## config.mk

```make
export PLATFORM = sky130hd
export DESIGN_NAME = battery_low_voltage_guard_unit_flat
export DESIGN_NICKNAME = d
export VERILOG_FILES = /design/src/rtl/core/blvg_pkg.sv /design/src/rtl/core/blvg_in_if.sv /design/src/rtl/core/blvg_out_if.sv /design/src/rtl/core/blvg_cfg_if.sv /design/src/rtl/core/blvg_step.sv /design/src/rtl/core/battery_low_voltage_guard_unit.sv /design/src/flat_wrapper.sv
export SDC_FILE = /design/constraint.sdc
export NUM_CORES = 1
export LEC_CHECK = 0
export BUFFER_PORTS_ARGS = -buffer_cell sky130_fd_sc_hd__buf_2
export CORE_ASPECT_RATIO = 1.4
export CORE_MARGIN = 2
export CORE_UTILIZATION = 30
export CTS_CLUSTER_SIZE = 24
export DETAILED_ROUTE_END_ITERATION = 12
export SKIP_LAST_GASP = 1
export SYNTH_ARGS = -nofsm -noshare
export SYNTH_HDL_FRONTEND = slang
export SYNTH_SLANG_ARGS = --single-unit
```

## constraint.sdc

```tcl
create_clock -name clk -period 3.01 [get_ports clk]
set_input_delay 0.301 -clock clk [delete_from_list [all_inputs] [get_ports clk]]
set_output_delay 0.301 -clock clk [all_outputs]
set_load 0.02 [all_outputs]
```

## src/rtl/core/blvg_pkg.sv

```systemverilog
// Package for the battery low-voltage guard: opcodes, constants and item types.
// No dependencies; used by the step logic, the top level and the testbench.
package blvg_pkg;

    localparam logic [3:0]  ALERT_DELAY     = 4'd10;
    localparam logic [3:0]  FAULT_DELAY     = 4'd2;
    localparam logic [3:0]  ALERT_CAP       = ALERT_DELAY + 4'd1;
    localparam logic [3:0]  RECOVERY_CAP    = 4'd9;
    localparam logic [3:0]  FAULT_OFF_TICKS = 4'd4;

    localparam logic [15:0] MAX_CURRENT_RST = 16'd3000;
    localparam logic [15:0] RAMP_STEP_MA    = 16'd250;
    localparam logic [15:0] LIMIT_FLOOR_MA  = 16'd500;
    localparam logic [13:0] RAMP_UP_MV      = 14'd50;
    localparam logic [13:0] RAMP_DOWN_MV    = 14'd25;
    localparam logic [13:0] THRES_FLOOR_MV  = 14'd2850;

    typedef enum logic [2:0] {
        OP_TICK         = 3'd0,
        OP_STEP_CHECK   = 3'd1,
        OP_RAMP_CHECK   = 3'd2,
        OP_RAMP_RESTORE = 3'd3,
        OP_RAMP_LOAD    = 3'd4
    } op_t;

    typedef struct packed {
        logic [2:0]  opcode;
        logic        battery_alert;
        logic        battery_fault;
        logic        battery_high;
        logic        gear_changing;
        logic        need_shutoff;
        logic [3:0]  step_target_mode;
        logic [15:0] gear_current_ma;
        logic [13:0] mode_low_volt_mv;
        logic        two_cell_mode;
        logic [15:0] load_current_ma;
        logic [13:0] load_threshold_mv;
    } in_item_t;

    typedef struct packed {
        logic        request_off;
        logic        request_step_down;
        logic [3:0]  switch_mode;
        logic [15:0] ramp_limit_ma;
        logic [13:0] ramp_threshold_mv;
    } out_item_t;

    typedef struct packed {
        logic [3:0]  alert_timer;
        logic [3:0]  recovery_timer;
        logic [15:0] ramp_limit;
        logic [13:0] ramp_threshold;
    } state_t;

endpackage

```

## src/rtl/core/blvg_in_if.sv

```systemverilog
// Input channel of the battery low-voltage guard: valid/ready plus item fields.
// No dependencies.
interface blvg_in_if;
    logic        valid;
    logic        ready;
    logic [2:0]  opcode;
    logic        battery_alert;
    logic        battery_fault;
    logic        battery_high;
    logic        gear_changing;
    logic        need_shutoff;
    logic [3:0]  step_target_mode;
    logic [15:0] gear_current_ma;
    logic [13:0] mode_low_volt_mv;
    logic        two_cell_mode;
    logic [15:0] load_current_ma;
    logic [13:0] load_threshold_mv;

    modport source (
        output valid, opcode, battery_alert, battery_fault, battery_high,
               gear_changing, need_shutoff, step_target_mode, gear_current_ma,
               mode_low_volt_mv, two_cell_mode, load_current_ma, load_threshold_mv,
        input  ready
    );
    modport sink (
        input  valid, opcode, battery_alert, battery_fault, battery_high,
               gear_changing, need_shutoff, step_target_mode, gear_current_ma,
               mode_low_volt_mv, two_cell_mode, load_current_ma, load_threshold_mv,
        output ready
    );
endinterface

```

## src/rtl/core/blvg_out_if.sv

```systemverilog
// Result channel of the battery low-voltage guard: valid/ready plus result fields.
// No dependencies.
interface blvg_out_if;
    logic        valid;
    logic        ready;
    logic        request_off;
    logic        request_step_down;
    logic [3:0]  switch_mode;
    logic [15:0] ramp_limit_ma;
    logic [13:0] ramp_threshold_mv;

    modport source (
        output valid, request_off, request_step_down, switch_mode,
               ramp_limit_ma, ramp_threshold_mv,
        input  ready
    );
    modport sink (
        input  valid, request_off, request_step_down, switch_mode,
               ramp_limit_ma, ramp_threshold_mv,
        output ready
    );
endinterface

```

## src/rtl/core/blvg_cfg_if.sv

```systemverilog
// Configuration write channel of the battery low-voltage guard.
// No dependencies; carries the single-cell current limit register value.
interface blvg_cfg_if;
    logic        valid;
    logic        ready;
    logic [15:0] single_cell_max_current_ma;

    modport source (output valid, single_cell_max_current_ma, input ready);
    modport sink (input valid, single_cell_max_current_ma, output ready);
endinterface

```

## src/rtl/core/blvg_step.sv

```systemverilog
// Combinational step of the battery low-voltage guard: next state and result
// for one item. Depends on blvg_pkg.
module blvg_step (
    input  blvg_pkg::in_item_t  item,
    input  blvg_pkg::state_t    state,
    input  logic [15:0]         max_current_ma,
    output blvg_pkg::state_t    state_next,
    output blvg_pkg::out_item_t result
);

    logic [3:0]  at;
    logic [3:0]  rt;
    logic [15:0] lim;
    logic [13:0] thr;
    logic [3:0]  wait_ticks;
    logic [16:0] lim_sum;
    logic [14:0] thr_sum;
    logic        req_off;
    logic        req_step;
    logic [3:0]  sw_mode;

    assign lim_sum = {1'b0, state.ramp_limit} + {1'b0, blvg_pkg::RAMP_STEP_MA};
    assign thr_sum = {1'b0, state.ramp_threshold} + {1'b0, blvg_pkg::RAMP_UP_MV};

    always_comb
    begin
        at         = state.alert_timer;
        rt         = state.recovery_timer;
        lim        = state.ramp_limit;
        thr        = state.ramp_threshold;
        wait_ticks = blvg_pkg::FAULT_DELAY;
        req_off    = 1'b0;
        req_step   = 1'b0;
        sw_mode    = '0;

        unique case (blvg_pkg::op_t'(item.opcode))
            blvg_pkg::OP_TICK:
            begin
                if (rt != 4'd0 && rt < blvg_pkg::RECOVERY_CAP)
                    rt = rt + 4'd1;
                if (at != 4'd0 && at < blvg_pkg::ALERT_CAP)
                    at = at + 4'd1;
            end
            blvg_pkg::OP_STEP_CHECK:
            begin
                if (!item.battery_fault)
                begin
                    wait_ticks = blvg_pkg::ALERT_DELAY;
                    if (!item.battery_alert || item.gear_changing)
                        at = 4'd0;
                    else if (at == 4'd0)
                        at = 4'd1;
                end
                else if (at == 4'd0)
                    at = 4'd1;
                if (at > wait_ticks)
                begin
                    if (item.need_shutoff || (item.gear_changing && item.battery_fault))
                        req_off = 1'b1;
                    else
                    begin
                        at       = 4'd0;
                        req_step = 1'b1;
                        sw_mode  = item.step_target_mode;
                    end
                end
            end
            blvg_pkg::OP_RAMP_CHECK:
            begin
                if (!item.battery_alert && !item.battery_fault)
                begin
                    at = 4'd0;
                    if (item.battery_high)
                    begin
                        if (state.ramp_limit < item.gear_current_ma)
                        begin
                            if (rt == 4'd0 || rt >= blvg_pkg::RECOVERY_CAP)
                            begin
                                rt = 4'd1;
                                if (state.ramp_threshold > item.mode_low_volt_mv)
                                    thr = item.mode_low_volt_mv;
                                else
                                    thr = thr_sum[14] ? '1 : thr_sum[13:0];
                                lim = lim_sum[16] ? '1 : lim_sum[15:0];
                            end
                        end
                        else
                            rt = 4'd0;
                    end
                end
                else
                begin
                    rt = 4'd0;
                    if (at == 4'd0)
                        at = 4'd1;
                    if (item.battery_fault && at > blvg_pkg::FAULT_OFF_TICKS)
                        req_off = 1'b1;
                    else if (at > blvg_pkg::ALERT_DELAY)
                    begin
                        if (lim > blvg_pkg::LIMIT_FLOOR_MA)
                            lim = lim - blvg_pkg::RAMP_STEP_MA;
                        if (thr > blvg_pkg::THRES_FLOOR_MV)
                            thr = thr - blvg_pkg::RAMP_DOWN_MV;
                        at = 4'd1;
                    end
                end
            end
            blvg_pkg::OP_RAMP_RESTORE:
            begin
                if (!item.battery_alert && !item.battery_fault && item.battery_high)
                    lim = item.two_cell_mode ? item.gear_current_ma : max_current_ma;
            end
            blvg_pkg::OP_RAMP_LOAD:
            begin
                lim = item.load_current_ma;
                thr = item.load_threshold_mv;
            end
            default:
            begin
                lim = state.ramp_limit;
            end
        endcase
    end

    assign state_next.alert_timer    = at;
    assign state_next.recovery_timer = rt;
    assign state_next.ramp_limit     = lim;
    assign state_next.ramp_threshold = thr;

    assign result.request_off       = req_off;
    assign result.request_step_down = req_step;
    assign result.switch_mode       = sw_mode;
    assign result.ramp_limit_ma     = lim;
    assign result.ramp_threshold_mv = thr;

endmodule

```

## src/rtl/core/battery_low_voltage_guard_unit.sv

```systemverilog
// Battery low-voltage guard, top level. An input transaction passes through the
// input register, then the result register, before its result is valid.
// Throughput: one transaction per cycle while the result side is not stalled.
// Reset (rst_n low, asynchronous): timers and ramp values cleared, current limit
// register set to 3000 mA, both channel stages empty.
// Depends on blvg_pkg, blvg_in_if, blvg_out_if, blvg_cfg_if and blvg_step.
module battery_low_voltage_guard_unit (
    input  logic          clk,
    input  logic          rst_n,
    blvg_in_if.sink       cmd,
    blvg_out_if.source    rsp,
    blvg_cfg_if.sink      cfg
);

    logic                cmd_valid_reg;
    blvg_pkg::in_item_t  cmd_item_reg;
    blvg_pkg::in_item_t  cmd_item;
    blvg_pkg::state_t    state_reg;
    blvg_pkg::state_t    state_next;
    logic                rsp_valid_reg;
    blvg_pkg::out_item_t rsp_item_reg;
    blvg_pkg::out_item_t rsp_item_next;
    logic [15:0]         max_current_reg;
    logic                fire;
    logic                cmd_take;

    assign cmd_item.opcode            = cmd.opcode;
    assign cmd_item.battery_alert     = cmd.battery_alert;
    assign cmd_item.battery_fault     = cmd.battery_fault;
    assign cmd_item.battery_high      = cmd.battery_high;
    assign cmd_item.gear_changing     = cmd.gear_changing;
    assign cmd_item.need_shutoff      = cmd.need_shutoff;
    assign cmd_item.step_target_mode  = cmd.step_target_mode;
    assign cmd_item.gear_current_ma   = cmd.gear_current_ma;
    assign cmd_item.mode_low_volt_mv  = cmd.mode_low_volt_mv;
    assign cmd_item.two_cell_mode     = cmd.two_cell_mode;
    assign cmd_item.load_current_ma   = cmd.load_current_ma;
    assign cmd_item.load_threshold_mv = cmd.load_threshold_mv;

    assign fire      = cmd_valid_reg && (!rsp_valid_reg || rsp.ready);
    assign cmd.ready = !cmd_valid_reg || fire;
    assign cmd_take  = cmd.valid && cmd.ready;
    assign cfg.ready = 1'b1;

    blvg_step u_step (
        .item           (cmd_item_reg),
        .state          (state_reg),
        .max_current_ma (max_current_reg),
        .state_next     (state_next),
        .result         (rsp_item_next)
    );

    always_ff @(posedge clk or negedge rst_n)
    begin
        if (!rst_n)
        begin
            cmd_valid_reg   <= 1'b0;
            rsp_valid_reg   <= 1'b0;
            state_reg       <= '0;
            max_current_reg <= blvg_pkg::MAX_CURRENT_RST;
        end
        else
        begin
            if (cmd.ready)
                cmd_valid_reg <= cmd.valid;
            if (fire)
            begin
                rsp_valid_reg <= 1'b1;
                state_reg     <= state_next;
            end
            else if (rsp.ready)
                rsp_valid_reg <= 1'b0;
            if (cfg.valid)
                max_current_reg <= cfg.single_cell_max_current_ma;
        end
    end

    always_ff @(posedge clk)
    begin
        if (cmd_take)
            cmd_item_reg <= cmd_item;
        if (fire)
            rsp_item_reg <= rsp_item_next;
    end

    assign rsp.valid             = rsp_valid_reg;
    assign rsp.request_off       = rsp_item_reg.request_off;
    assign rsp.request_step_down = rsp_item_reg.request_step_down;
    assign rsp.switch_mode       = rsp_item_reg.switch_mode;
    assign rsp.ramp_limit_ma     = rsp_item_reg.ramp_limit_ma;
    assign rsp.ramp_threshold_mv = rsp_item_reg.ramp_threshold_mv;

endmodule

```

## src/flat_wrapper.sv

```systemverilog
// flat-port wrapper written by rule: the top's interface ports become plain ports
module battery_low_voltage_guard_unit_flat 
  (clk, rst_n, cmd_valid, cmd_opcode, cmd_battery_alert, cmd_battery_fault, cmd_battery_high, cmd_gear_changing, cmd_need_shutoff, cmd_step_target_mode, cmd_gear_current_ma, cmd_mode_low_volt_mv, cmd_two_cell_mode, cmd_load_current_ma, cmd_load_threshold_mv, cmd_ready, rsp_valid, rsp_request_off, rsp_request_step_down, rsp_switch_mode, rsp_ramp_limit_ma, rsp_ramp_threshold_mv, rsp_ready, cfg_valid, cfg_single_cell_max_current_ma, cfg_ready);
  blvg_in_if cmd_i ();
  blvg_out_if rsp_i ();
  blvg_cfg_if cfg_i ();
  input  logic clk;
  input  logic rst_n;
  input wire logic [$bits(cmd_i.valid)-1:0] cmd_valid;
  input wire logic [$bits(cmd_i.opcode)-1:0] cmd_opcode;
  input wire logic [$bits(cmd_i.battery_alert)-1:0] cmd_battery_alert;
  input wire logic [$bits(cmd_i.battery_fault)-1:0] cmd_battery_fault;
  input wire logic [$bits(cmd_i.battery_high)-1:0] cmd_battery_high;
  input wire logic [$bits(cmd_i.gear_changing)-1:0] cmd_gear_changing;
  input wire logic [$bits(cmd_i.need_shutoff)-1:0] cmd_need_shutoff;
  input wire logic [$bits(cmd_i.step_target_mode)-1:0] cmd_step_target_mode;
  input wire logic [$bits(cmd_i.gear_current_ma)-1:0] cmd_gear_current_ma;
  input wire logic [$bits(cmd_i.mode_low_volt_mv)-1:0] cmd_mode_low_volt_mv;
  input wire logic [$bits(cmd_i.two_cell_mode)-1:0] cmd_two_cell_mode;
  input wire logic [$bits(cmd_i.load_current_ma)-1:0] cmd_load_current_ma;
  input wire logic [$bits(cmd_i.load_threshold_mv)-1:0] cmd_load_threshold_mv;
  output wire logic [$bits(cmd_i.ready)-1:0] cmd_ready;
  output wire logic [$bits(rsp_i.valid)-1:0] rsp_valid;
  output wire logic [$bits(rsp_i.request_off)-1:0] rsp_request_off;
  output wire logic [$bits(rsp_i.request_step_down)-1:0] rsp_request_step_down;
  output wire logic [$bits(rsp_i.switch_mode)-1:0] rsp_switch_mode;
  output wire logic [$bits(rsp_i.ramp_limit_ma)-1:0] rsp_ramp_limit_ma;
  output wire logic [$bits(rsp_i.ramp_threshold_mv)-1:0] rsp_ramp_threshold_mv;
  input wire logic [$bits(rsp_i.ready)-1:0] rsp_ready;
  input wire logic [$bits(cfg_i.valid)-1:0] cfg_valid;
  input wire logic [$bits(cfg_i.single_cell_max_current_ma)-1:0] cfg_single_cell_max_current_ma;
  output wire logic [$bits(cfg_i.ready)-1:0] cfg_ready;
  assign cmd_i.valid = cmd_valid;
  assign cmd_i.opcode = cmd_opcode;
  assign cmd_i.battery_alert = cmd_battery_alert;
  assign cmd_i.battery_fault = cmd_battery_fault;
  assign cmd_i.battery_high = cmd_battery_high;
  assign cmd_i.gear_changing = cmd_gear_changing;
  assign cmd_i.need_shutoff = cmd_need_shutoff;
  assign cmd_i.step_target_mode = cmd_step_target_mode;
  assign cmd_i.gear_current_ma = cmd_gear_current_ma;
  assign cmd_i.mode_low_volt_mv = cmd_mode_low_volt_mv;
  assign cmd_i.two_cell_mode = cmd_two_cell_mode;
  assign cmd_i.load_current_ma = cmd_load_current_ma;
  assign cmd_i.load_threshold_mv = cmd_load_threshold_mv;
  assign cmd_ready = cmd_i.ready;
  assign rsp_valid = rsp_i.valid;
  assign rsp_request_off = rsp_i.request_off;
  assign rsp_request_step_down = rsp_i.request_step_down;
  assign rsp_switch_mode = rsp_i.switch_mode;
  assign rsp_ramp_limit_ma = rsp_i.ramp_limit_ma;
  assign rsp_ramp_threshold_mv = rsp_i.ramp_threshold_mv;
  assign rsp_i.ready = rsp_ready;
  assign cfg_i.valid = cfg_valid;
  assign cfg_i.single_cell_max_current_ma = cfg_single_cell_max_current_ma;
  assign cfg_ready = cfg_i.ready;
  battery_low_voltage_guard_unit u_core (.clk(clk), .rst_n(rst_n), .cmd(cmd_i), .rsp(rsp_i), .cfg(cfg_i));
endmodule
```

Word-level counts from Yosys, hierarchy flattened
Index checks and enable logic that the tools add are counted.
- add/sub/neg operators: 6
- order comparisons: 10
- eq/ne operators: 8
- mux-type cells: 50
- bitwise operators: 2
- reduce and logical (&&, ||, !) cells: 29
- operators by type and width (kind ; number):
    $mux 16 ; 10
    $mux 14 ; 9
    $mux 4 ; 19
    $pmux 16 s3 ; 1
    $pmux 14 s2 ; 1
    $add 16x8->17 const B ; 1
    $gt 16x9->1 const B ; 1
    $lt 16x16->1 ; 1
    $sub 16x8->16 const B ; 1
    $add 14x6->15 const B ; 1
    $gt 14x12->1 const B ; 1
    $gt 14x14->1 ; 1
    $sub 14x5->14 const B ; 1
    $pmux 4 s3 ; 1
    $add 4x1->4 const B ; 2
    $logic_and 1x1->1 ; 8
    $logic_not 4->1 ; 2
    $lt 4x4->1 const B ; 2
    $pmux 4 s2 ; 1
    $reduce_bool 4->1 ; 2
    $mux 1 ; 7
    $eq 3x2->1 const B ; 2
    $logic_or 1x1->1 ; 5
    $reduce_and 5->1 ; 1
    18 further kinds ; 24
- bits in registers: 165
- input bits: 94
- output and inout port bits: 39

Logic depth before layout (Yosys ltp)
Gate-level depths: netlist of the first run.
- depth after elaboration: 9
- gate-level depth with buffers: 11
- depth with buffers taken out: 10

By module
A second synthesis of the first run with hierarchy kept.
- cells, all modules: 928
- area, all modules: 9928.3 um^2
- modules (own cells, without submodules) (module ; instances ; cells an instance ; area an instance (um^2) ; seq. area each (um^2)):
    battery_low_voltage_guard_unit ; 1 ; 234 ; 5432.7 ; 4683.2
    blvg_step ; 1 ; 694 ; 4495.6 ; 0.0

Worst setup path after synthesis of the first run
No wires, ideal clock.
- path kind: register to register
- from: reg u_core.rsp_valid_reg, in the netlist u_core.rsp.valid
- to: reg u_core.cmd_item_reg[0] in the netlist's numbering (enable)
- setup time: 0.439 ns
- arrival: 2.491 ns
- setup slack: 0.080 ns
- stages on the path, launching flop included: 3
- period minus slack after synthesis: 2.930 ns
- cell sequence: dfrtp_1 > nand3b_1 > and2_1
- cells in the longest elaborated chain, start to end: 5
- RTL lines (element ; line ; text):
    start: declaration ; battery_low_voltage_guard_unit.sv:20 ; logic rsp_valid_reg;
    start signal: assignment ; battery_low_voltage_guard_unit.sv:58 ; rsp_valid_reg <= 1'b0;
    start signal: assignment ; battery_low_voltage_guard_unit.sv:68 ; rsp_valid_reg <= 1'b1;
    start signal: assignment ; battery_low_voltage_guard_unit.sv:72 ; rsp_valid_reg <= 1'b0;
    $logic_not 1->1 ; battery_low_voltage_guard_unit.sv:40 ; assign fire = cmd_valid_reg && (!rsp_valid_reg || rsp.ready);
    $logic_or 1x1->1 ; battery_low_voltage_guard_unit.sv:40 ;
    $logic_and 1x1->1 ; battery_low_voltage_guard_unit.sv:40 ;
    $logic_or 1x1->1 ; battery_low_voltage_guard_unit.sv:41 ; assign cmd.ready = !cmd_valid_reg || fire;
    named net cmd_ready ; flat_wrapper.sv:22 ; output wire logic [$bits(cmd_i.ready)-1:0] cmd_ready;
    $logic_and 1x1->1 ; battery_low_voltage_guard_unit.sv:42 ; assign cmd_take = cmd.valid && cmd.ready;
    named net u_core.cmd_take ; battery_low_voltage_guard_unit.sv:25 ; logic cmd_take;
    end signal: assignment ; battery_low_voltage_guard_unit.sv:81 ; cmd_item_reg <= cmd_item;
    end: declaration ; battery_low_voltage_guard_unit.sv:16 ; blvg_pkg::in_item_t cmd_item_reg;
The timed path passes the listed nets, and every way through them passes these cells.
A chain may end at the register's enable or synchronous reset.

==> results of run 1 <==
-- routing by layer --
metal / global-route usage / up-vias / wire, µm
met3: 0.0286 / 84 / 1320
met2: 0.335 / 313 / 16200
met1: 0.217 / 4161 / 12600
li1: - / 4056 / -
met4: 0.114 / 0 / 1730
met5: 0 / - / 0
-- cell families after synthesis --
family                   after synthesis
buffers and inverters                117
other                                  1
AND/OR/NAND/NOR                      302
XOR/XNOR                              15
adder cells (fa/ha/maj)               42
AO/OA/AOI/OAI                        283
flip-flops                           165
multiplexers                          49
-- per-stage QoR --
| stage | cells | power (mW) | hold slack (ns) | area [µm²] | setup WS, ns |
|---|---|---|---|---|---|
| finish | 1593 | 8.86 | 0.0254 | 12400 | 0.0374 |
| global route | 1593 | 9.38 | 0.0117 | 12400 | -0.0321 |
| CTS | 1585 | 8.78 | 0.000234 | 12200 | 0.00636 |
| detailed placement | 1526 | 6.45 | 0.407 | 11300 | 0.0111 |
| global placement | 1526 | 6.43 | 0.409 | 11300 | 0.0417 |
| floorplan | 974 | 5.12 | 0.00541 | 9670 | 0.0804 |
-- power breakdown --
| group | total (mW) | internal [mW] | switching [mW] | leakage [nW] |
|---|---|---|---|---|
| Sequential | 3.07 | 2.83 | 0.240 | 1.72 |
| Combinational | 3.57 | 1.50 | 2.07 | 3.06 |
| Clock | 2.23 | 1.23 | 1.00 | 0.299 |
-- repair_timing --
| action | 4_1_cts | 5_1_grt |
|---|---|---|
| hold buffers | 27 | 0 |
| cloned | 0 | 0 |
| pin swaps | 0 | 10 |
| setup buffers | 0 | 8 |
| resized for setup | 2 | 17 |
| endpoints found under the hold margin | 50 | 0 |
| setup endpoints to repair | 2 | 38 |
-- layout by cell type, fill, tap and decap left out, drive strengths merged, types with 11 or more instances in the layout --
| master | instances |
|---|---|
| buf | 232 |
| edfxtp | 109 |
| nor2 | 87 |
| a21oi | 79 |
| nand2 | 76 |
| inv | 60 |
| o21ai | 52 |
| dfrtp | 49 |
| ha | 42 |
| nand3 | 33 |
| dlygate4sd3 | 27 |
| mux2 | 27 |
| o211ai | 22 |
| mux2i | 22 |
| clkbuf | 21 |
| a22oi | 17 |
| nor3 | 16 |
| a31oi | 14 |
| and2 | 14 |
| nand4 | 13 |
| or4 | 11 |
-- cell type report --
cell class | instances | area (µm²) | area share
inverters | 50 | 188 | 0.0152
clock buffers | 21 | 503 | 0.0407
well taps | 395 | 494 | 0.0400
repair buffers | 259 | 1750 | 0.142
multi-input cells | 692 | 4640 | 0.376
flip-flops and latches | 165 | 4680 | 0.379
clock inverters | 11 | 95.1 | 0.00770
-- worst min-delay path by stage --
stage / start / slack [ns] / end
2_1_floorplan: rst_n / 0.005 / u_core.cmd_valid_reg$_DFFE_PN0N_
3_3_place_gp: rst_n / 0.41 / u_core.cmd_valid_reg$_DFFE_PN0N_
3_5_place_dp: rst_n / 0.41 / u_core.cmd_valid_reg$_DFFE_PN0N_
4_1_cts: cmd_load_current_ma[13] / 0.0002 / u_core.cmd_item_reg[27]$_DFFE_PP_
5_1_grt: cmd_gear_changing / 0.01 / u_core.cmd_item_reg[66]$_DFFE_PP_
6_report: cmd_load_current_ma[13] / 0.03 / u_core.cmd_item_reg[27]$_DFFE_PP_
==> key figures, run 1 <==
Outcome
  – Status: complete, no violations

Final layout
  – Number of filler cells placed in the layout: 3120
  – Antenna diodes: 0
  – Max FFs per register: 73
  – Share of cells above drive strength 1: 0.270
  – Nets: 1321
  – Layout Utilization: 0.390
  – Area delta synth->final: 27.8%

Logic synthesis
  – Synth top area share: 0.339
  – Post-synth EDFFs: 109
  – Synth warnings: 0
  – Yosys cell types: 77
  – Compound-Gate Fraction of Synth Area: 0.193
  – Most common cell in the netlist: edfxtp_1
  – Mapped Nets: 1110
  – Synth top area cells: edfxtp_1, dfrtp_1, ha_1, a21oi_1, nor2_1
  – Simple-gate share of the synthesized area: 0.152
  – Ys async rst share: 0.339
  – Synth Area in Adders: 0.0544
  – Fraction of synthesized area in multiplexers: 0.0546
  – Sequential fraction of the synthesis area: 0.485
  – Largest family of logic cells by synthesized area: compound AO/OA/AOI/OAI gates
  – Xor and xnor area share after synthesis: 0.0136
  – Area leader, netlist: edfxtp_1
  – Post-synth top flop: edfxtp_1
  – Syn Area/Cell: 9.92 µm²
  – Syn Std Cell Area: 0.00967 mm²
  – Post-Syn Instances: between 900 and 1000
  – Top cells by instance count after synthesis: edfxtp_1, nor2_1, a21oi_1
  – Seq cells post-synth: approximately 170

Route
  – # DRC: 0
  – Routed via count: 8614
  – Via density: 5.41
  – Antenna Nets Post-Route: 0
  – Drt pass-1 iters: 5
  – Wirelength per Cell: 20.0 µm
  – Routed WL: 31.8 mm
  – Initial drt markers: about 760

Timing
  – Peak clock frequency supported by timing: 0.336 GHz
  – Worst-Margin Slew: 0.750 ns
  – Final min period: 2.97 ns
  – Final hold vios: 0
  – RSZ-0062 raised after global routing: true
  – Setup Skew: 0.0141 ns
  – Slew headroom: 0.487
  – TNS Setup: 0 ns
  – Crit share post-route: 0.988
  – Final setup fails: 0
  – Slew Viols, Final: 0

Setup path
  – Critical-path maximum fanout: 7
  – Reg2reg end: u_core.rsp.ramp_threshold_mv[12]$_DFFE_PP_
  – R2R Path Start: u_core.state_reg[4]$_DFFE_PN0P_
  – CP startpoint kind: flop
  – Critical path arrival: 3.16 ns
  – CP top delay family: simple AND/OR/NAND/NOR gates
  – Setup crit end kind: flop
  – CP startpoint: u_core.state_reg[4]$_DFFE_PN0P_
  – Stages on worst setup path: 8
  – CP max stage delay: 0.55 ns
  – Most frequent CP cell: or4_4
  – Critical path buffer and inverter count: 0
  – CP cell instances: or4_4 > or4_4 > a311o_1 > nor3b_4 > a21oi_1 > nor2_1 > o211ai_1 > o21ai_1
  – WP data required: ~3.2 ns
  – CP max-delay cell: or4_4
  – Worst R2R Setup Slack: 0.04 ns
  – CP endpoint: u_core.rsp.ramp_threshold_mv[12]$_DFFE_PP_
  – Crit path kind: flop to flop
  – R2R depth: 8

Clock tree
  – CTS tree: yes
  – Clock Pin Slew Worst Setup and Hold Paths: 0.07 ns
  – Clk_lat worst skew: 0.45 ns
  – CTS Buffer Depth: 2
  – Root buf cell: clkbuf_16
  – Clock Sinks: around 170
  – Cts bufs inserted: 17
  – H-Tree Depth: 4

Floorplan
  – Number of I/O pins: around 130
  – Core box area: between 0.03 and 0.04 mm²
  – Num rows: between 70 and 80
  – Die H: 216 µm
  – DIE AREA: between 0.03 and 0.04 mm²
  – Initial core utilization: 0.305
  – Horiz. Die Dim: ~160 µm

Power
  – Pleak: slightly above 5 nW
  – Maximum VDD drop: approximately 0.00035 V
  – Pwr/cell area: 717 mW/mm²

Placed design
  – PortBufs: 131
  – RD Place Congestion: about 0.94
  – DP Wirelength: 23.4 mm

Global route
  – Tot GR Track Use: 0.190
  – Initial antenna violation count: 0
  – Number of global-route vias before repair: between 8000 and 9000
  – First-pass GRT wire length: 48.6 mm
  – Largest net degree at the start of global routing: 39
  – Global route overflow: 0

Job
  – Max_cap viols: 0

Hold path
  – Hold depth: 1
  – HP Class: input port to flop
Power figures use the tool's default switching activity.
==> run 2: changes to the inputs <==
- SYNTH_HIERARCHICAL: not set -> 1
==> run 2 against run 1 <==
Sequential share of layout area fell by 1.0 points. Hold slack got worse by 0.0031 ns. Worst setup slack improved by 0.024 ns. Largest power group unchanged. Critical endpoint is now u_core/state_reg[12]$_DFFE_PN0P_. Total power rose by 11%. Critical path type unchanged. Flip-flop and latch count did not move.
==> key figures, run 2 <==
Setup path
  – CP startpoint kind: flop (unchanged)
  – Crit path kind: flop to flop (unchanged)
  – CP top delay family: compound AO/OA/AOI/OAI gates (was simple AND/OR/NAND/NOR gates)
  – CP cell instances: ha_4 > nand4_1 > a2111o_1 > o31ai_2 > buf_4 > buf_6 > nor3_4 > buf_4 > buf_6 > buf_4 > a221oi_2 > o21ai_1 > mux2_2 (was or4_4 > or4_4 > a311o_1 > nor3b_4 > a21oi_1 > nor2_1 > o211ai_1 > o21ai_1)
  – Critical path buffer and inverter count: 5 (was 0)
  – CP max stage delay: 0.43 ns (was 0.55 ns)
  – R2R depth: 13 (was 8)
  – Setup crit end kind: flop (unchanged)
  – WP data required: 3.36 ns (was 3.19 ns)
  – Worst R2R Setup Slack: 0.06 ns (was 0.04 ns)
  – Critical path arrival: 3.30 ns (was 3.16 ns)
  – R2R Path Start: u_core/state_reg[27]$_DFFE_PN0P_ (was u_core.state_reg[4]$_DFFE_PN0P_)
  – CP max-delay cell: dfrtp_1 (was or4_4)
  – Reg2reg end: u_core/state_reg[12]$_DFFE_PN0P_ (was u_core.rsp.ramp_threshold_mv[12]$_DFFE_PP_)
  – Critical-path maximum fanout: 7 (unchanged)
  – CP startpoint: u_core/state_reg[27]$_DFFE_PN0P_ (was u_core.state_reg[4]$_DFFE_PN0P_)
  – Most frequent CP cell: buf_4 (was or4_4)

Global route
  – Largest net degree at the start of global routing: 41 (was 39)
  – First-pass GRT wire length: 46.2 mm (was 48.6 mm)
  – Number of global-route vias before repair: 8263 (was 8612)
  – Initial antenna violation count: 0 (unchanged)
  – Tot GR Track Use: 0.178 (was 0.190)
  – Global route overflow: 0 (unchanged)

Clock tree
  – Clock Sinks: 165 (unchanged)
  – Clock Pin Slew Worst Setup and Hold Paths: 0.08 ns (was 0.07 ns)
  – CTS Buffer Depth: 2 (unchanged)
  – Clk_lat worst skew: 0.46 ns (was 0.45 ns)
  – H-Tree Depth: 4 (unchanged)
  – Root buf cell: clkbuf_16 (unchanged)
  – Cts bufs inserted: 17 (unchanged)
  – CTS tree: yes (unchanged)

Route
  – Routed via count: 8368 (was 8614)
  – Via density: 5.26 (was 5.41)
  – Antenna Nets Post-Route: 0 (unchanged)
  – # DRC: 0 (unchanged)
  – Drt pass-1 iters: 6 (was 5)
  – Initial drt markers: 980 (was 757)
  – Wirelength per Cell: 19.4 µm (was 20.0 µm)
  – Routed WL: 30.9 mm (was 31.8 mm)

Timing
  – Final hold vios: 0 (unchanged)
  – Worst-Margin Slew: 0.786 ns (was 0.750 ns)
  – Slew headroom: 0.474 (was 0.487)
  – Slew Viols, Final: 0 (unchanged)
  – Setup Skew: 0.0100 ns (was 0.0141 ns)
  – Post-route setup slack: 0.0618 ns (was 0.0374 ns)
  – Final setup fails: 0 (unchanged)
  – Crit share post-route: 0.979 (was 0.988)
  – Final min period: 2.95 ns (was 2.97 ns)
  – Peak clock frequency supported by timing: 0.339 GHz (was 0.336 GHz)
  – RSZ-0062 raised after global routing: true (unchanged)

Final layout
  – Layout Cells excl Fill: 1591 (was 1593)
  – Max FFs per register: 73 (unchanged)
  – Nets: 1274 (was 1321)
  – Antenna diodes: 0 (unchanged)
  – Number of filler cells placed in the layout: 3181 (was 3120)
  – Share of cells above drive strength 1: 0.341 (was 0.270)
  – Commonest non-fill, non-tap cell in the layout: buf_2 (unchanged)
  – Area delta synth->final: 28.0% (was 27.8%)
  – Most frequent cells in the layout: buf_2, buf_4, edfxtp_1 (was buf_2, edfxtp_1, buf_4)

Logic synthesis
  – Sequential fraction of the synthesis area: 0.472 (was 0.485)
  – Post-synth top flop: edfxtp_1 (unchanged)
  – Syn Area/Cell: 10.7 µm² (was 9.92 µm²)
  – Synth top area cells: edfxtp_1, dfrtp_1, mux2_2, ha_1, a21oi_1 (was edfxtp_1, dfrtp_1, ha_1, a21oi_1, nor2_1)
  – Yosys cell types: 79 (was 77)
  – Synth warnings: 6 (was 0)
  – Post-Syn Instances: 928 (was 974)
  – Ys async rst share: 0.339 (unchanged)
  – Mapped Nets: 1064 (was 1110)
  – Synth top area share: 0.330 (was 0.339)
  – Post-synth EDFFs: 109 (unchanged)
  – Most common cell in the netlist: edfxtp_1 (unchanged)
  – Area leader, netlist: edfxtp_1 (unchanged)
  – Top cells by instance count after synthesis: edfxtp_1, a21oi_1, mux2_2 (was edfxtp_1, nor2_1, a21oi_1)
  – Syn Std Cell Area: 0.00993 mm² (was 0.00967 mm²)
  – Seq cells post-synth: 165 (unchanged)

Job
  – Max_cap viols: 0 (unchanged)

Floorplan
  – Initial core utilization: 0.305 (about the same)
  – Horiz. Die Dim: 158 µm (was 156 µm)
  – Number of I/O pins: 133 (unchanged)
  – Num rows: 78 (was 77)
  – Die H: 219 µm (was 216 µm)
  – Core box area: 0.0325 mm² (was 0.0317 mm²)
  – DIE AREA: 0.0346 mm² (was 0.0337 mm²)

Placed design
  – Total placed cells including tap cells: 1507 (was 1526)
  – DP Wirelength: 21.9 mm (was 23.4 mm)
  – Pre-CTS setup slack: -0.0847 ns (was 0.0111 ns)
  – PortBufs: 131 (unchanged)
  – RD Place Congestion: 0.924 (was 0.936)

Power
  – Pwr/cell area: 772 mW/mm² (was 717 mW/mm²)
  – Net Sw Frac: 0.382 (was 0.374)
  – Int Pwr: 6.06 mW (was 5.55 mW)
  – Pleak: 5.30 nW (was 5.08 nW)
  – Maximum VDD drop: 0.000368 V (was 0.000354 V)
  – Clk network pwr share: 0.226 (was 0.252)
  – Gate power share: 0.451 (was 0.403)
  – NetSw: 3.75 mW (was 3.31 mW)
  – Seq pwr share: 0.323 (was 0.346)

Outcome
  – Status: complete, no violations (unchanged)

Hold path
  – Hold depth: 1 (unchanged)
  – Hold wc startpoint: cmd_step_target_mode[3] (was cmd_load_current_ma[13])
  – HP Class: input port to flop (unchanged)
  – Hold EP: u_core/cmd_item_reg[64]$_DFFE_PP_ (was u_core.cmd_item_reg[27]$_DFFE_PP_)
## run 2: changes by cell type after synthesis, moves of 8 or more
cell and delta:
o21ai_1 -8, a222oi_1 +12, a21oi_1 -17, and3_1 +8
buf_4 +32, nand3_1 -14, mux2_2 +26, clkbuf_1 -16
mux2_4 +8, nor2_1 -38, nand2_1 -26, o211ai_1 -14
## run 2: worst max path at each step
stage                                                      endpoint  slack (ns)  cells past startpoint
after floorplan                    u_core/state_reg[19]$_DFFE_PN0P_        0.04                     10
after global placement    u_core/rsp.ramp_threshold_mv[3]$_DFFE_PP_       -0.07                     12
after detailed placement  u_core/rsp.ramp_threshold_mv[3]$_DFFE_PP_       -0.08                     12
after CTS                          u_core/state_reg[13]$_DFFE_PN0P_   0.0000004                     13
after global routing               u_core/state_reg[12]$_DFFE_PN0P_       -0.06                     13
final                              u_core/state_reg[12]$_DFFE_PN0P_        0.06                     13
## run 2: layer usage
metal	track usage	share of wire	wire length (µm)
met4	0.0776	0.029	904
met2	0.319	0.52	16200
met5	0	0	0
met3	0.0288	0.053	1640
met1	0.207	0.39	12200
## run 2: layout make-up
class / count / area [µm²] / share of cell area
well taps: 440 / 551 / 0.0433
clock buffers: 17 / 425 / 0.0335
inverters: 48 / 180 / 0.0142
multi-input cells: 624 / 4800 / 0.377
repair buffers: 282 / 1910 / 0.150
clock inverters: 15 / 160 / 0.0126
flip-flops and latches: 165 / 4680 / 0.369
## run 2: what timing repair did
item / in CTS / in global routing
endpoints found under the hold margin: 42 / 1
gates resized for setup: 7 / 45
buffers inserted: 1 / 15
endpoints found under the setup margin: 13 / 43
cloned: 0 / 2
hold buffers: 34 / 1
pin swaps: 3 / 26
## run 2: power groups by stage
| stage | logic (mW) | clock network [mW] | registers, mW |
|---|---|---|---|
| after floorplan | 2.60 | 0 | 3.33 |
| final | 4.42 | 2.22 | 3.16 |
| after detailed placement | 4.02 | 0 | 3.20 |
| after CTS | 4.12 | 2.30 | 3.16 |
| after global placement | 3.97 | 0 | 3.20 |
| after global routing | 4.82 | 2.38 | 3.21 |
## run 2: metrics by stage
stage	instance area, µm²	utilization	power [mW]	hold slack (ns)	TNS, ns
global placement	11400	0.351	7.17	0.246	-0.174
floorplan	9930	-	5.93	0.00541	0
finish	12700	0.391	9.80	0.0223	0
CTS	12400	0.381	9.57	0.000220	0
global route	12700	0.391	10.4	0.000382	-0.163
detailed placement	11400	0.351	7.22	0.249	-0.308
## run 2: worst reg2reg max path, delay by kind of cell, from the launching register on
family / cells / cell delay, ns
adders and majority gates: 1 / 0.30
buffers and inverters: 5 / 0.68
and+or+nand+nor: 2 / 0.15
AOI/OAI and AO/OA: 4 / 1.03
DFF: 1 / 0.43
muxes: 1 / 0.26
## run 2: kinds of logic after synthesis
kind of cell             Yosys count  share of synthesized area
buffers and inverters            139                     0.0679
AO/OA/AOI/OAI                    244                      0.172
other                              1                   0.000378
adder cells (fa/ha/maj)           42                     0.0529
AND/OR/NAND/NOR                  243                      0.129
multiplexers                      81                     0.0939
XOR/XNOR                          13                     0.0115
flip-flops                       165                      0.472
==> run 3: changes to the inputs <==
- CELL_PAD_IN_SITES_DETAIL_PLACEMENT: not set -> 0
- CELL_PAD_IN_SITES_GLOBAL_PLACEMENT: not set -> 1
- PLACE_DENSITY_LB_ADDON: not set -> 0.1
==> run 3 against run 2 <==
Via count is 2.1% lower. Cell area is 1.2% higher. Worst setup slack got worse by 0.022 ns. Clock power grew 8%. First-iteration DRC count down 50%. Total power up 0.65%. Die area did not move. Wire length increased by 4.7%.
==> key figures, run 3 (synthesis results as in run 2) <==
Outcome
  – Status: complete, no violations (unchanged)

Final layout
  – FF+latch area: 0.00468 mm² (unchanged)
  – Share of cells above drive strength 1: 0.317 (was 0.341)
  – Multi-input gate area: 0.00464 mm² (was 0.00480 mm²)
  – Area delta synth->final: 29.5% (was 28.0%)
  – Max FFs per register: 73 (unchanged)
  – Antenna diodes: 0 (unchanged)
  – Nets: 1298 (was 1274)
  – Most frequent cells in the layout: buf_2, buf_4, edfxtp_1 (unchanged)
  – Commonest non-fill, non-tap cell in the layout: buf_2 (unchanged)
  – Number of filler cells placed in the layout: 3241 (was 3181)

Setup path
  – Crit path kind: flop to flop (unchanged)
  – Critical path buffer and inverter count: 2 (was 5)
  – CP max-delay cell: or4_1 (was dfrtp_1)
  – CP startpoint kind: flop (unchanged)
  – CP top delay family: simple AND/OR/NAND/NOR gates (was compound AO/OA/AOI/OAI gates)
  – WP data required: 3.35 ns (was 3.36 ns)
  – Setup crit end kind: flop (unchanged)
  – Worst R2R Setup Slack: 0.04 ns (was 0.06 ns)
  – R2R Path Start: u_core/cmd_item_reg[46]$_DFFE_PP_ (was u_core/state_reg[27]$_DFFE_PN0P_)
  – CP max stage delay: 0.51 ns (was 0.43 ns)
  – Critical-path maximum fanout: 3 (was 7)
  – CP startpoint: u_core/cmd_item_reg[46]$_DFFE_PP_ (was u_core/state_reg[27]$_DFFE_PN0P_)
  – Critical path arrival: 3.31 ns (was 3.30 ns)
  – CP cell instances: inv_1 > ha_1 > a2111oi_4 > o31ai_1 > buf_4 > or3_4 > or4_1 > a21boi_1 > o31ai_1 > mux2_4 (was ha_4 > nand4_1 > a2111o_1 > o31ai_2 > buf_4 > buf_6 > nor3_4 > buf_4 > buf_6 > buf_4 > a221oi_2 > o21ai_1 > mux2_2)
  – Most frequent CP cell: o31ai_1 (was buf_4)

Floorplan
  – Horiz. Die Dim: 158 µm (unchanged)
  – DIE AREA: 0.0346 mm² (unchanged)
  – Number of I/O pins: 133 (unchanged)
  – Num rows: 78 (unchanged)
  – Die H: 219 µm (unchanged)
  – Initial core utilization: 0.305 (unchanged)
  – Core box area: 0.0325 mm² (unchanged)

Clock tree
  – CTS Buffer Depth: 2 (unchanged)
  – H-Tree Depth: 4 (unchanged)
  – Cts bufs inserted: 17 (unchanged)
  – CTS tree: yes (unchanged)
  – Clock Sinks: 165 (unchanged)
  – Clock Pin Slew Worst Setup and Hold Paths: 0.06 ns (was 0.08 ns)
  – Root buf cell: clkbuf_16 (unchanged)
  – Clk_lat worst skew: 0.45 ns (was 0.46 ns)

Timing
  – Slew headroom: 0.407 (was 0.474)
  – Worst-Margin Slew: 0.890 ns (was 0.786 ns)
  – Crit share post-route: 0.987 (was 0.979)
  – RSZ-0062 raised after global routing: true (unchanged)
  – Setup Skew: 0.0121 ns (was 0.0100 ns)
  – TNS Setup: 0 ns (unchanged)
  – Slew Viols, Final: 0 (unchanged)
  – Final hold vios: 0 (unchanged)
  – Final setup fails: 0 (unchanged)
  – Peak clock frequency supported by timing: 0.337 GHz (was 0.339 GHz)
  – Final min period: 2.97 ns (was 2.95 ns)

Power
  – Pwr/cell area: 767 mW/mm² (was 772 mW/mm²)
  – Pleak: 5.39 nW (was 5.30 nW)
  – Tot Pwr: 9.87 mW (was 9.80 mW)
  – Maximum VDD drop: 0.000331 V (was 0.000368 V)

Route
  – Via density: 5.07 (was 5.26)
  – Routed via count: 8192 (was 8368)
  – Routed WL: 32.4 mm (was 30.9 mm)
  – Drt pass-1 iters: 5 (was 6)
  – Initial drt markers: 493 (was 980)
  – Wirelength per Cell: 20.0 µm (was 19.4 µm)
  – Antenna Nets Post-Route: 0 (unchanged)
  – # DRC: 0 (unchanged)

Placed design
  – PortBufs: 131 (unchanged)
  – RD Place Congestion: 0.834 (was 0.924)
  – DP Wirelength: 23.6 mm (was 21.9 mm)

Global route
  – Initial antenna violation count: 0 (unchanged)
  – First-pass GRT wire length: 49.7 mm (was 46.2 mm)
  – Largest net degree at the start of global routing: 57 (was 41)
  – Number of global-route vias before repair: 8593 (was 8263)
  – Tot GR Track Use: 0.194 (was 0.178)
  – Global route overflow: 0 (unchanged)

Hold path
  – Hold wc startpoint: cmd_gear_current_ma[14] (was cmd_step_target_mode[3])
  – HP Class: input port to flop (unchanged)

Job
  – Max_cap viols: 0 (unchanged)
## run 3: cell count changes in the layout (fill, tap and decap cells not counted), moves of 3 or more
cell,delta
clkbuf_1,+3
bufinv_16,+3
dlygate4sd3_1,+24
o21ai_1,+3
buf_12,+3
buf_6,-3
ha_1,+5
ha_4,-5
inv_8,-6
## run 3: final cells by class
class                      count  share of cell area
sequential                   165               0.364
multi-input combinational    624               0.361
timing repair buffer         306               0.169
tap                          440              0.0428
clock buffer                  22              0.0361
inverter                      48              0.0140
clock inverter                10              0.0132
## run 3: timing repair
action | in CTS | in global routing
buffers inserted | 1 | 2
hold endpoints to repair | 59 | 0
hold buffers | 59 | 0
pin swaps | 1 | 5
endpoints found under the setup margin | 15 | 37
resized for setup | 4 | 17
## run 3: final timing paths
path / to / cells after the start
max: u_core/state_reg[19]$_DFFE_PN0P_ / 10
min: u_core/cmd_item_reg[59]$_DFFE_PP_ / 1
max reg2reg: u_core/state_reg[19]$_DFFE_PN0P_ / 10
min reg2reg: u_core/max_current_reg[10]$_DFFE_PN0P_ / 1
max in group asynchronous: u_core/state_reg[26]$_DFFE_PN0P_ / 2
min in group asynchronous: u_core/max_current_reg[1]$_DFFE_PN0P_ / 2
## run 3: metrics by stage
| stage | util | setup slack [ns] | instances | instance area, µm² | hold slack, ns |
|---|---|---|---|---|---|
| 2_1_floorplan | - | 0.0430 | 928 | 9930 | 0.00541 |
| 3_3_place_gp | 0.356 | -0.0914 | 1521 | 11600 | 0.479 |
| 3_5_place_dp | 0.356 | -0.0733 | 1521 | 11600 | 0.479 |
| 4_1_cts | 0.394 | -0.00895 | 1613 | 12800 | 0.000190 |
| 5_1_grt | 0.396 | -0.0612 | 1615 | 12900 | 0.0108 |
| 6_report | 0.396 | 0.0393 | 1615 | 12900 | 0.0340 |
## run 3: routing by layer
layer / vias up / share of wire / routed length [µm] / global-route usage
li1: 3978 / - / - / -
met4: 0 / 0.031 / 1020 / 0.0806
met2: 198 / 0.53 / 17300 / 0.357
met3: 52 / 0.034 / 1090 / 0.0336
met5: - / 0 / 0 / 0
met1: 3964 / 0.40 / 13000 / 0.217
## run 3: report_power, final
group	switching [mW]	total [mW]	leakage (nW)	internal [mW]
registers	0.220	3.11	1.74	2.89
clock network	0.955	2.40	0.302	1.44
logic	2.42	4.36	3.35	1.93
total	3.60	9.87	5.39	6.27
